==> config.mk <==
export PLATFORM = sky130hd
export DESIGN_NAME = word_tokenizer_min_length
export DESIGN_NICKNAME = d
export VERILOG_FILES = /design/src/rtl/core/wtml_pkg.sv /design/src/rtl/core/wtml_word_buf.sv /design/src/rtl/core/wtml_seq.sv /design/src/rtl/core/word_tokenizer_min_length.sv
export SDC_FILE = /design/constraint.sdc
export NUM_CORES = 1
export LEC_CHECK = 0
export BUFFER_PORTS_ARGS = -buffer_cell sky130_fd_sc_hd__buf_2
export CAP_MARGIN = 20
export CORE_MARGIN = 3
export CORE_UTILIZATION = 36
export DETAILED_ROUTE_END_ITERATION = 8
export PLACE_DENSITY = 0.51
export SLEW_MARGIN = 20
export SYNTH_ARGS = -nofsm -noshare
export SYNTH_HDL_FRONTEND = slang
export SYNTH_SLANG_ARGS = --single-unit
==> constraint.sdc <==
create_clock -name clk -period 7.1 [get_ports clk]
set_input_delay 0.71 -clock clk [delete_from_list [all_inputs] [get_ports clk]]
set_output_delay 0.71 -clock clk [all_outputs]
set_load 0.01 [all_outputs]
==> src/rtl/core/wtml_pkg.sv <==
`timescale 1ns / 1ps
// ----------------------------------------------------------------------------
// wtml_pkg
// Shared types, constants and character helpers for the word tokenizer.
// ----------------------------------------------------------------------------
package wtml_pkg;

	localparam int WORD_BUFFER_BYTES_DEF = 32;

	localparam int MIN_LEN_W = 6;
	localparam int LIMIT_W   = 16;
	localparam int CHAR_W    = 8;
	localparam int PDATA_W   = 32;
	localparam int PADDR_W   = 3;

	localparam logic [MIN_LEN_W-1:0] MIN_LEN_RESET = 6'd5;
	localparam logic [LIMIT_W-1:0]   LIMIT_RESET   = 16'hFFFF;

	// register index, taken from paddr[2]
	localparam logic REG_MIN_LEN    = 1'b0;
	localparam logic REG_WORD_LIMIT = 1'b1;

	localparam logic [CHAR_W-1:0] CASE_OFFSET = 8'h20;

	typedef struct packed {
		logic [MIN_LEN_W-1:0] min_len;
		logic [LIMIT_W-1:0]   limit;
	} cfg_t;

	function automatic logic is_upper(input logic [CHAR_W-1:0] c);
		return (c >= 8'h41) && (c <= 8'h5A);
	endfunction

	function automatic logic is_alnum(input logic [CHAR_W-1:0] c);
		return is_upper(c) || ((c >= 8'h61) && (c <= 8'h7A)) || ((c >= 8'h30) && (c <= 8'h39));
	endfunction

	function automatic logic [CHAR_W-1:0] to_lower(input logic [CHAR_W-1:0] c);
		return is_upper(c) ? (c + CASE_OFFSET) : c;
	endfunction

endpackage

==> src/rtl/core/wtml_word_buf.sv <==
`timescale 1ns / 1ps
// ----------------------------------------------------------------------------
// wtml_word_buf
// Single write, single read character store with registered read data.
// ----------------------------------------------------------------------------
module wtml_word_buf #(
	parameter int DEPTH = 31,
	parameter int AW    = 5
) (
	input  logic                      clk,
	input  logic                      wr_en,
	input  logic [AW-1:0]             wr_addr,
	input  logic [wtml_pkg::CHAR_W-1:0] wr_data,
	input  logic                      rd_en,
	input  logic [AW-1:0]             rd_addr,
	output logic [wtml_pkg::CHAR_W-1:0] rd_data
);
	import wtml_pkg::*;

	logic [CHAR_W-1:0] mem_q [DEPTH];
	logic [CHAR_W-1:0] rd_data_q;

	always_ff @(posedge clk) begin
		if (wr_en) begin
			mem_q[wr_addr] <= wr_data;
		end
	end

	always_ff @(posedge clk) begin
		if (rd_en) begin
			rd_data_q <= mem_q[rd_addr];
		end
	end

	assign rd_data = rd_data_q;

endmodule

==> src/rtl/core/wtml_seq.sv <==
`timescale 1ns / 1ps
// ----------------------------------------------------------------------------
// wtml_seq
// Word collection and replay sequencer with output register.
// ----------------------------------------------------------------------------
module wtml_seq #(
	parameter int WORD_BUFFER_BYTES = wtml_pkg::WORD_BUFFER_BYTES_DEF,
	parameter int AW = 5
) (
	input  logic                         clk,
	input  logic                         arst_n,
	input  wtml_pkg::cfg_t               cfg,
	input  logic                         in_valid,
	output logic                         in_stall,
	input  logic [wtml_pkg::CHAR_W-1:0]  text_byte,
	output logic                         out_valid,
	input  logic                         out_stall,
	output logic [wtml_pkg::CHAR_W-1:0]  word_char,
	output logic                         word_end,
	output logic [wtml_pkg::LIMIT_W-1:0] word_number,
	output logic                         mem_wr_en,
	output logic [AW-1:0]                mem_wr_addr,
	output logic [wtml_pkg::CHAR_W-1:0]  mem_wr_data,
	output logic                         mem_rd_en,
	output logic [AW-1:0]                mem_rd_addr,
	input  logic [wtml_pkg::CHAR_W-1:0]  mem_rd_data
);
	import wtml_pkg::*;

	localparam int CAP  = WORD_BUFFER_BYTES - 1;
	localparam int LW   = $clog2(WORD_BUFFER_BYTES);
	localparam int CMPW = 7;
	localparam logic [LW-1:0] CAP_LEN = LW'(CAP);

	typedef enum logic [1:0] {
		ST_IDLE,
		ST_FETCH,
		ST_SHOW
	} state_t;

	state_t            state_q;
	logic [LW-1:0]     len_q;
	logic [LIMIT_W-1:0] count_q;
	logic [LIMIT_W-1:0] num_q;
	logic [AW-1:0]     rd_idx_q;
	logic [AW-1:0]     last_idx_q;
	logic              out_valid_q;
	logic [CHAR_W-1:0] char_q;
	logic              end_q;
	logic [LIMIT_W-1:0] number_q;

	logic accept;
	logic alnum;
	logic room;
	logic emit;
	logic out_free;
	logic last;

	assign accept   = in_valid && (state_q == ST_IDLE);
	assign alnum    = is_alnum(text_byte);
	assign room     = (len_q < CAP_LEN);
	assign emit     = (len_q != '0) && (CMPW'(len_q) >= CMPW'(cfg.min_len)) &&
	                  (count_q < cfg.limit);
	assign out_free = !out_valid_q || !out_stall;
	assign last     = (rd_idx_q == last_idx_q);

	assign mem_wr_en   = accept && alnum && room;
	assign mem_wr_addr = len_q[AW-1:0];
	assign mem_wr_data = to_lower(text_byte);
	assign mem_rd_en   = (state_q == ST_FETCH);
	assign mem_rd_addr = rd_idx_q;

	always_ff @(posedge clk or negedge arst_n) begin
		if (!arst_n) begin
			state_q     <= ST_IDLE;
			len_q       <= '0;
			count_q     <= '0;
			num_q       <= '0;
			rd_idx_q    <= '0;
			last_idx_q  <= '0;
			out_valid_q <= 1'b0;
			char_q      <= '0;
			end_q       <= 1'b0;
			number_q    <= '0;
		end else begin
			if (out_valid_q && !out_stall && (state_q != ST_SHOW)) begin
				out_valid_q <= 1'b0;
			end
			unique case (state_q)
				ST_IDLE: begin
					if (accept) begin
						if (alnum) begin
							if (room) begin
								len_q <= len_q + 1'b1;
							end
						end else begin
							len_q <= '0;
							if (emit) begin
								num_q      <= count_q;
								count_q    <= count_q + 1'b1;
								rd_idx_q   <= '0;
								last_idx_q <= AW'(len_q - 1'b1);
								state_q    <= ST_FETCH;
							end
						end
					end
				end
				ST_FETCH: begin
					state_q <= ST_SHOW;
				end
				ST_SHOW: begin
					if (out_free) begin
						out_valid_q <= 1'b1;
						char_q      <= mem_rd_data;
						end_q       <= last;
						number_q    <= num_q;
						rd_idx_q    <= rd_idx_q + 1'b1;
						state_q     <= last ? ST_IDLE : ST_FETCH;
					end else begin
						out_valid_q <= 1'b1;
					end
				end
				default: begin
					state_q <= ST_IDLE;
				end
			endcase
		end
	end

	assign in_stall    = (state_q != ST_IDLE);
	assign out_valid   = out_valid_q;
	assign word_char   = char_q;
	assign word_end    = end_q;
	assign word_number = number_q;

endmodule

==> src/rtl/core/word_tokenizer_min_length.sv <==
`timescale 1ns / 1ps
// ----------------------------------------------------------------------------
// word_tokenizer_min_length
// Alphanumeric word tokenizer with minimum word length and word limit.
// ----------------------------------------------------------------------------
// Input channel: one text byte per request (in_valid / in_stall). Letters
// and digits are lower-cased and stored; any other byte ends the word.
// A character request, or a separator that emits nothing, is taken without
// raising in_stall.
// A separator that emits a word of n characters holds in_stall high while
// the word is replayed: each character is first read from the word store
// (fetch step) and then loaded into the output register (load step).
// Output channel: one character per request (out_valid / out_stall), with
// word_end on the last character and word_number counting from zero.
// While out_stall is high with out_valid set, the output register holds
// and the sequencer waits in its load step.
// Reset clears the word length, the word count and the output valid, and
// sets min_word_length to 5 and word_limit to 65535. No clearing pass is
// needed. Configuration goes over the APB port at byte addresses 0 and 4.
// ----------------------------------------------------------------------------
module word_tokenizer_min_length #(
	parameter int WORD_BUFFER_BYTES = wtml_pkg::WORD_BUFFER_BYTES_DEF
) (
	input  logic                          clk,
	input  logic                          arst_n,
	input  logic                          psel,
	input  logic                          penable,
	input  logic                          pwrite,
	input  logic [wtml_pkg::PADDR_W-1:0]  paddr,
	input  logic [wtml_pkg::PDATA_W-1:0]  pwdata,
	output logic [wtml_pkg::PDATA_W-1:0]  prdata,
	output logic                          pready,
	input  logic                          in_valid,
	output logic                          in_stall,
	input  logic [wtml_pkg::CHAR_W-1:0]   text_byte,
	output logic                          out_valid,
	input  logic                          out_stall,
	output logic [wtml_pkg::CHAR_W-1:0]   word_char,
	output logic                          word_end,
	output logic [wtml_pkg::LIMIT_W-1:0]  word_number
);
	import wtml_pkg::*;

	localparam int CAP = WORD_BUFFER_BYTES - 1;
	localparam int AW  = (CAP > 1) ? $clog2(CAP) : 1;

	logic [MIN_LEN_W-1:0] min_len_q;
	logic [LIMIT_W-1:0]   limit_q;
	cfg_t                 cfg;
	logic                 cfg_wr;
	logic                 reg_sel;
	logic                 aligned;

	logic              mem_wr_en;
	logic [AW-1:0]     mem_wr_addr;
	logic [CHAR_W-1:0] mem_wr_data;
	logic              mem_rd_en;
	logic [AW-1:0]     mem_rd_addr;
	logic [CHAR_W-1:0] mem_rd_data;

	assign pready  = 1'b1;
	assign reg_sel = paddr[2];
	assign aligned = (paddr[1:0] == 2'b00);
	assign cfg_wr  = psel && penable && pwrite && pready && aligned;

	always_ff @(posedge clk or negedge arst_n) begin
		if (!arst_n) begin
			min_len_q <= MIN_LEN_RESET;
			limit_q   <= LIMIT_RESET;
		end else if (cfg_wr) begin
			unique case (reg_sel)
				REG_MIN_LEN:    min_len_q <= pwdata[MIN_LEN_W-1:0];
				REG_WORD_LIMIT: limit_q   <= pwdata[LIMIT_W-1:0];
				default: begin
				end
			endcase
		end
	end

	always_comb begin
		prdata = '0;
		if (aligned) begin
			unique case (reg_sel)
				REG_MIN_LEN:    prdata = PDATA_W'(min_len_q);
				REG_WORD_LIMIT: prdata = PDATA_W'(limit_q);
				default:        prdata = '0;
			endcase
		end
	end

	assign cfg.min_len = min_len_q;
	assign cfg.limit   = limit_q;

	wtml_word_buf #(
		.DEPTH (CAP),
		.AW    (AW)
	) u_buf (
		.clk     (clk),
		.wr_en   (mem_wr_en),
		.wr_addr (mem_wr_addr),
		.wr_data (mem_wr_data),
		.rd_en   (mem_rd_en),
		.rd_addr (mem_rd_addr),
		.rd_data (mem_rd_data)
	);

	wtml_seq #(
		.WORD_BUFFER_BYTES (WORD_BUFFER_BYTES),
		.AW                (AW)
	) u_seq (
		.clk         (clk),
		.arst_n      (arst_n),
		.cfg         (cfg),
		.in_valid    (in_valid),
		.in_stall    (in_stall),
		.text_byte   (text_byte),
		.out_valid   (out_valid),
		.out_stall   (out_stall),
		.word_char   (word_char),
		.word_end    (word_end),
		.word_number (word_number),
		.mem_wr_en   (mem_wr_en),
		.mem_wr_addr (mem_wr_addr),
		.mem_wr_data (mem_wr_data),
		.mem_rd_en   (mem_rd_en),
		.mem_rd_addr (mem_rd_addr),
		.mem_rd_data (mem_rd_data)
	);

endmodule

==> results.json <==
{
  "cts_resized": 0,
  "clk_latency_ns": 0.54,
  "ant_nets": 0,
  "power_density_mw_per_mm2": 327.7,
  "required_ns": 7.25,
  "mostFrequentLayoutCells": "edfxtp_1 (256), nand2_1 (128), dfrtp_1 (77), buf_2 (75), mux4_2 (72)",
  "grt_pass1_wl_um": 50970,
  "root_buffer": "clkbuf_16",
  "synth-async-reset-ratio_pct": 27.48,
  "finalPower_mw": 5.551,
  "dieArea_mm2": 0.04381,
  "power_frac_comb_pct": 21.4,
  "status": "complete, no violations",
  "grt_use_total_pct": 15.30,
  "fin_crit_sh_pct": 47.96,
  "slew_headroom_pct": 31.24,
  "wl_um": 33410,
  "swShare_pct": 28.50,
  "initial_core_util_pct": 36.95,
  "nNetsFinal": 1114,
  "h-tree-depth": 2,
  "path_buf_inv": 2,
  "clock_path_buffers": 3,
  "row_count": 73,
  "io_buffers": 76,
  "cts-hold-fix-buffers": 0,
  "fin_ws_ns": 3.695,
  "fp.dieH_um": 209.3,
  "drc": 0,
  "synth_seq_area_share_pct": 68.12,
  "pwr-share-clk_pct": 32.8,
  "hold_viol": 0,
  "max_stage_delay_ns": 0.80,
  "avgRoutedWirePerCell_um": 21.05,
  "cp_cell_sequence": "buf_2 -> buf_4 -> or4_1 -> o21ai_0 -> nor2_1 -> nor2_2 -> nand2_1 -> nor2_1",
  "final_cells": 1587,
  "ys_warn_count": 0,
  "synth-main-ff-cell": "edfxtp_1",
  "ys_seq_elements": 353,
  "crit_fanout": 36,
  "layout-drive-gt1-share_pct": 26.11,
  "ir_drop_mv": 0.1796,
  "drtIter0Drc": 656,
  "overflow": 0,
  "core_mm2": 0.04028,
  "rsz0062_at_grt": "no",
  "post-place-ws_ns": 3.094,
  "fin_skew_ns": 0.02128,
  "avgViaCountPerCell": 5.038,
  "clk_pin_slew_ns": 0.05,
  "hold_class": "primary input to asynchronous set/reset pin",
  "setup_viol": 0,
  "place.gp.congestion": 0.7447,
  "dp_hpwl_um": 21370,
  "die_x_um": 209.3,
  "post-cts-setup-buffers": 0,
  "first_pass_iters": 4,
  "critPathTopFamily": "simple AND/OR/NAND/NOR gates",
  "synth_edf_count": 256,
  "antenna_found_initial": 0,
  "timing.hold.ws_ns": 0.1160,
  "crit_top_cell": "nor2_1",
  "criticalPathCategory": "primary input to flip-flop",
  "cts_tree": "done",
  "startpoint_type": "primary input",
  "via_count": 7995,
  "max_freq_mhz": 293.7,
  "grt_pass1_vias": 8030,
  "power.leakage_nw": 6.412,
  "tightestPinTransition_ns": 1.031,
  "cp_slowest_cell": "nor2_1",
  "yosys.cell_types.count": 52,
  "syn_inst": 948,
  "placed_cells": 1520,
  "numClockSinks": 353,
  "syn2layout_area_growth_pct": 13.81,
  "seqPwrFrac_pct": 45.7,
  "fin_tns_setup_ns": 0,
  "final_common_cell": "edfxtp_1",
  "grt_max_degree": 68,
  "fin_crit_ns": 3.405,
  "syn_avg_cell_area_um2": 15.70,
  "cts_made_buffers": 38,
  "critPathArrivalTime_ns": 3.56,
  "critical_path.endpoint_type": "flip-flop",
  "cell_internal_pwr_mw": 3.969,
  "ios": 110,
  "p_sw_mw": 1.582,
  "syn-cell-area_mm2": 0.01488,
  "drv_cap": 0,
  "maxSlewViolCount": 0
}
==> state kept, by name, indices dropped and copies added, names as in the netlist <==
| name | flops |
|---|---|
| limit_q | 16 |
| min_len_q | 6 |
| u_buf.mem_q | 248 |
| u_buf.rd_data | 8 |
| u_seq.count_q | 16 |
| u_seq.last_idx_q | 5 |
| u_seq.mem_rd_addr | 5 |
| u_seq.mem_wr_addr | 5 |
| u_seq.num_q | 16 |
| u_seq.out_valid | 1 |
| u_seq.state_q | 2 |
| u_seq.word_char | 8 |
| u_seq.word_end | 1 |
| u_seq.word_number | 16 |
==> path summary, 6_finish.rpt <==
kind / endpoint / start / cells after the start / slack (ns)
setup / recovery: u_buf.mem_q[10][5] / text_byte[2] / 8 / 3.70
hold reg to reg: u_seq.word_char[6] / u_buf.rd_data[6] / 2 / 0.44
min in group clk: limit_q[7] / pwdata[7] / 3 / 0.39
setup reg to reg: u_buf.rd_data[5] / u_seq.mem_rd_addr[0] / 4 / 3.76
hold / removal: min_len_q[5] / arst_n / 1 / 0.12
max in group asynchronous: u_seq.count_q[3] / arst_n / 2 / 5.74
==> logic make-up after synthesis <==
group | after synthesis | share of synthesized area, %
DFF | 353 | 68.12
and+or+nand+nor | 258 | 7.668
muxes | 119 | 14.33
buffers and inverters | 90 | 2.976
AOI/OAI and AO/OA | 71 | 2.892
adders and majority gates | 29 | 2.438
xor gates and xnor gates | 26 | 1.530
other | 2 | 0.05046
==> power by group through the flow <==
stage	logic [mW]	registers, mW	clock network [mW]
6_report	1.19	2.54	1.82
5_1_grt	1.30	2.57	1.96
4_1_cts	1.22	2.55	1.88
3_5_place_dp	1.21	2.59	0
3_3_place_gp	1.18	2.59	0
2_1_floorplan	0.877	2.49	0
==> per-layer routing <==
metal	GRT usage, %	part of all wire (%)	wire, µm	up-vias
met1	21.82	46	15250	4077
met4	3.788	1.9	628	0
met2	24.42	47	15830	187
met5	0	0	0	-
li1	-	-	-	3683
met3	2.870	5.1	1701	48
==> through the flow <==
| step | utilization, % | area, µm² |
|---|---|---|
| finish | 42.05 | 16940 |
| global route | 42.04 | 16940 |
| CTS | 42.04 | 16940 |
| detailed placement | 39.23 | 15800 |
| global placement | 39.16 | 15770 |
| floorplan | - | 14940 |
==> Yosys cell counts (2+ instances only) <==
master    number  area, µm²
inv_1         30      112.6
buf_4         19      142.6
xor2_1        17      148.9
or3_1          2      12.51
dfrtp_1       79       1977
or3b_2         2      17.52
dfstp_2       18      473.0
a21oi_1       12      60.06
nor4_4         2      42.54
or2_2          4      25.02
a21o_1         2      15.01
nor2_1        67      251.5
clkbuf_1      28      105.1
mux2i_1       15      150.1
nand2b_1       4      25.02
nor3_1         6      30.03
nand3b_1       3      22.52
nand3_1       20      100.1
conb_1         2      7.510
a22o_1         4      35.03
ha_1          29      362.9
a31oi_1        3      18.77
a211oi_1       2      15.01
mux2_2        32      360.4
nor4_1         2      12.51
nand2_1      128      480.5
buf_2          9      45.04
edfxtp_1     256       7687
buf_6          3      33.78
nand4_1        6      37.54
and3_1         4      25.02
o21ai_0       37      185.2
mux4_2        72       1622
xnor2_1        9      78.83
a311oi_1       2      17.52
nor2b_1        2      12.51
==> final cells by class <==
type | count | area (µm²)
clock inverter | 13 | 77.57
inverter | 30 | 112.6
multi-input combinational | 520 | 4365
antenna | 1 | 2.502
tap | 525 | 656.9
fill | 3622 | 23340
clock buffer | 53 | 1057
sequential | 353 | 10140
timing repair buffer | 92 | 523.0
No activity file was read; power rests on OpenSTA's default activity.
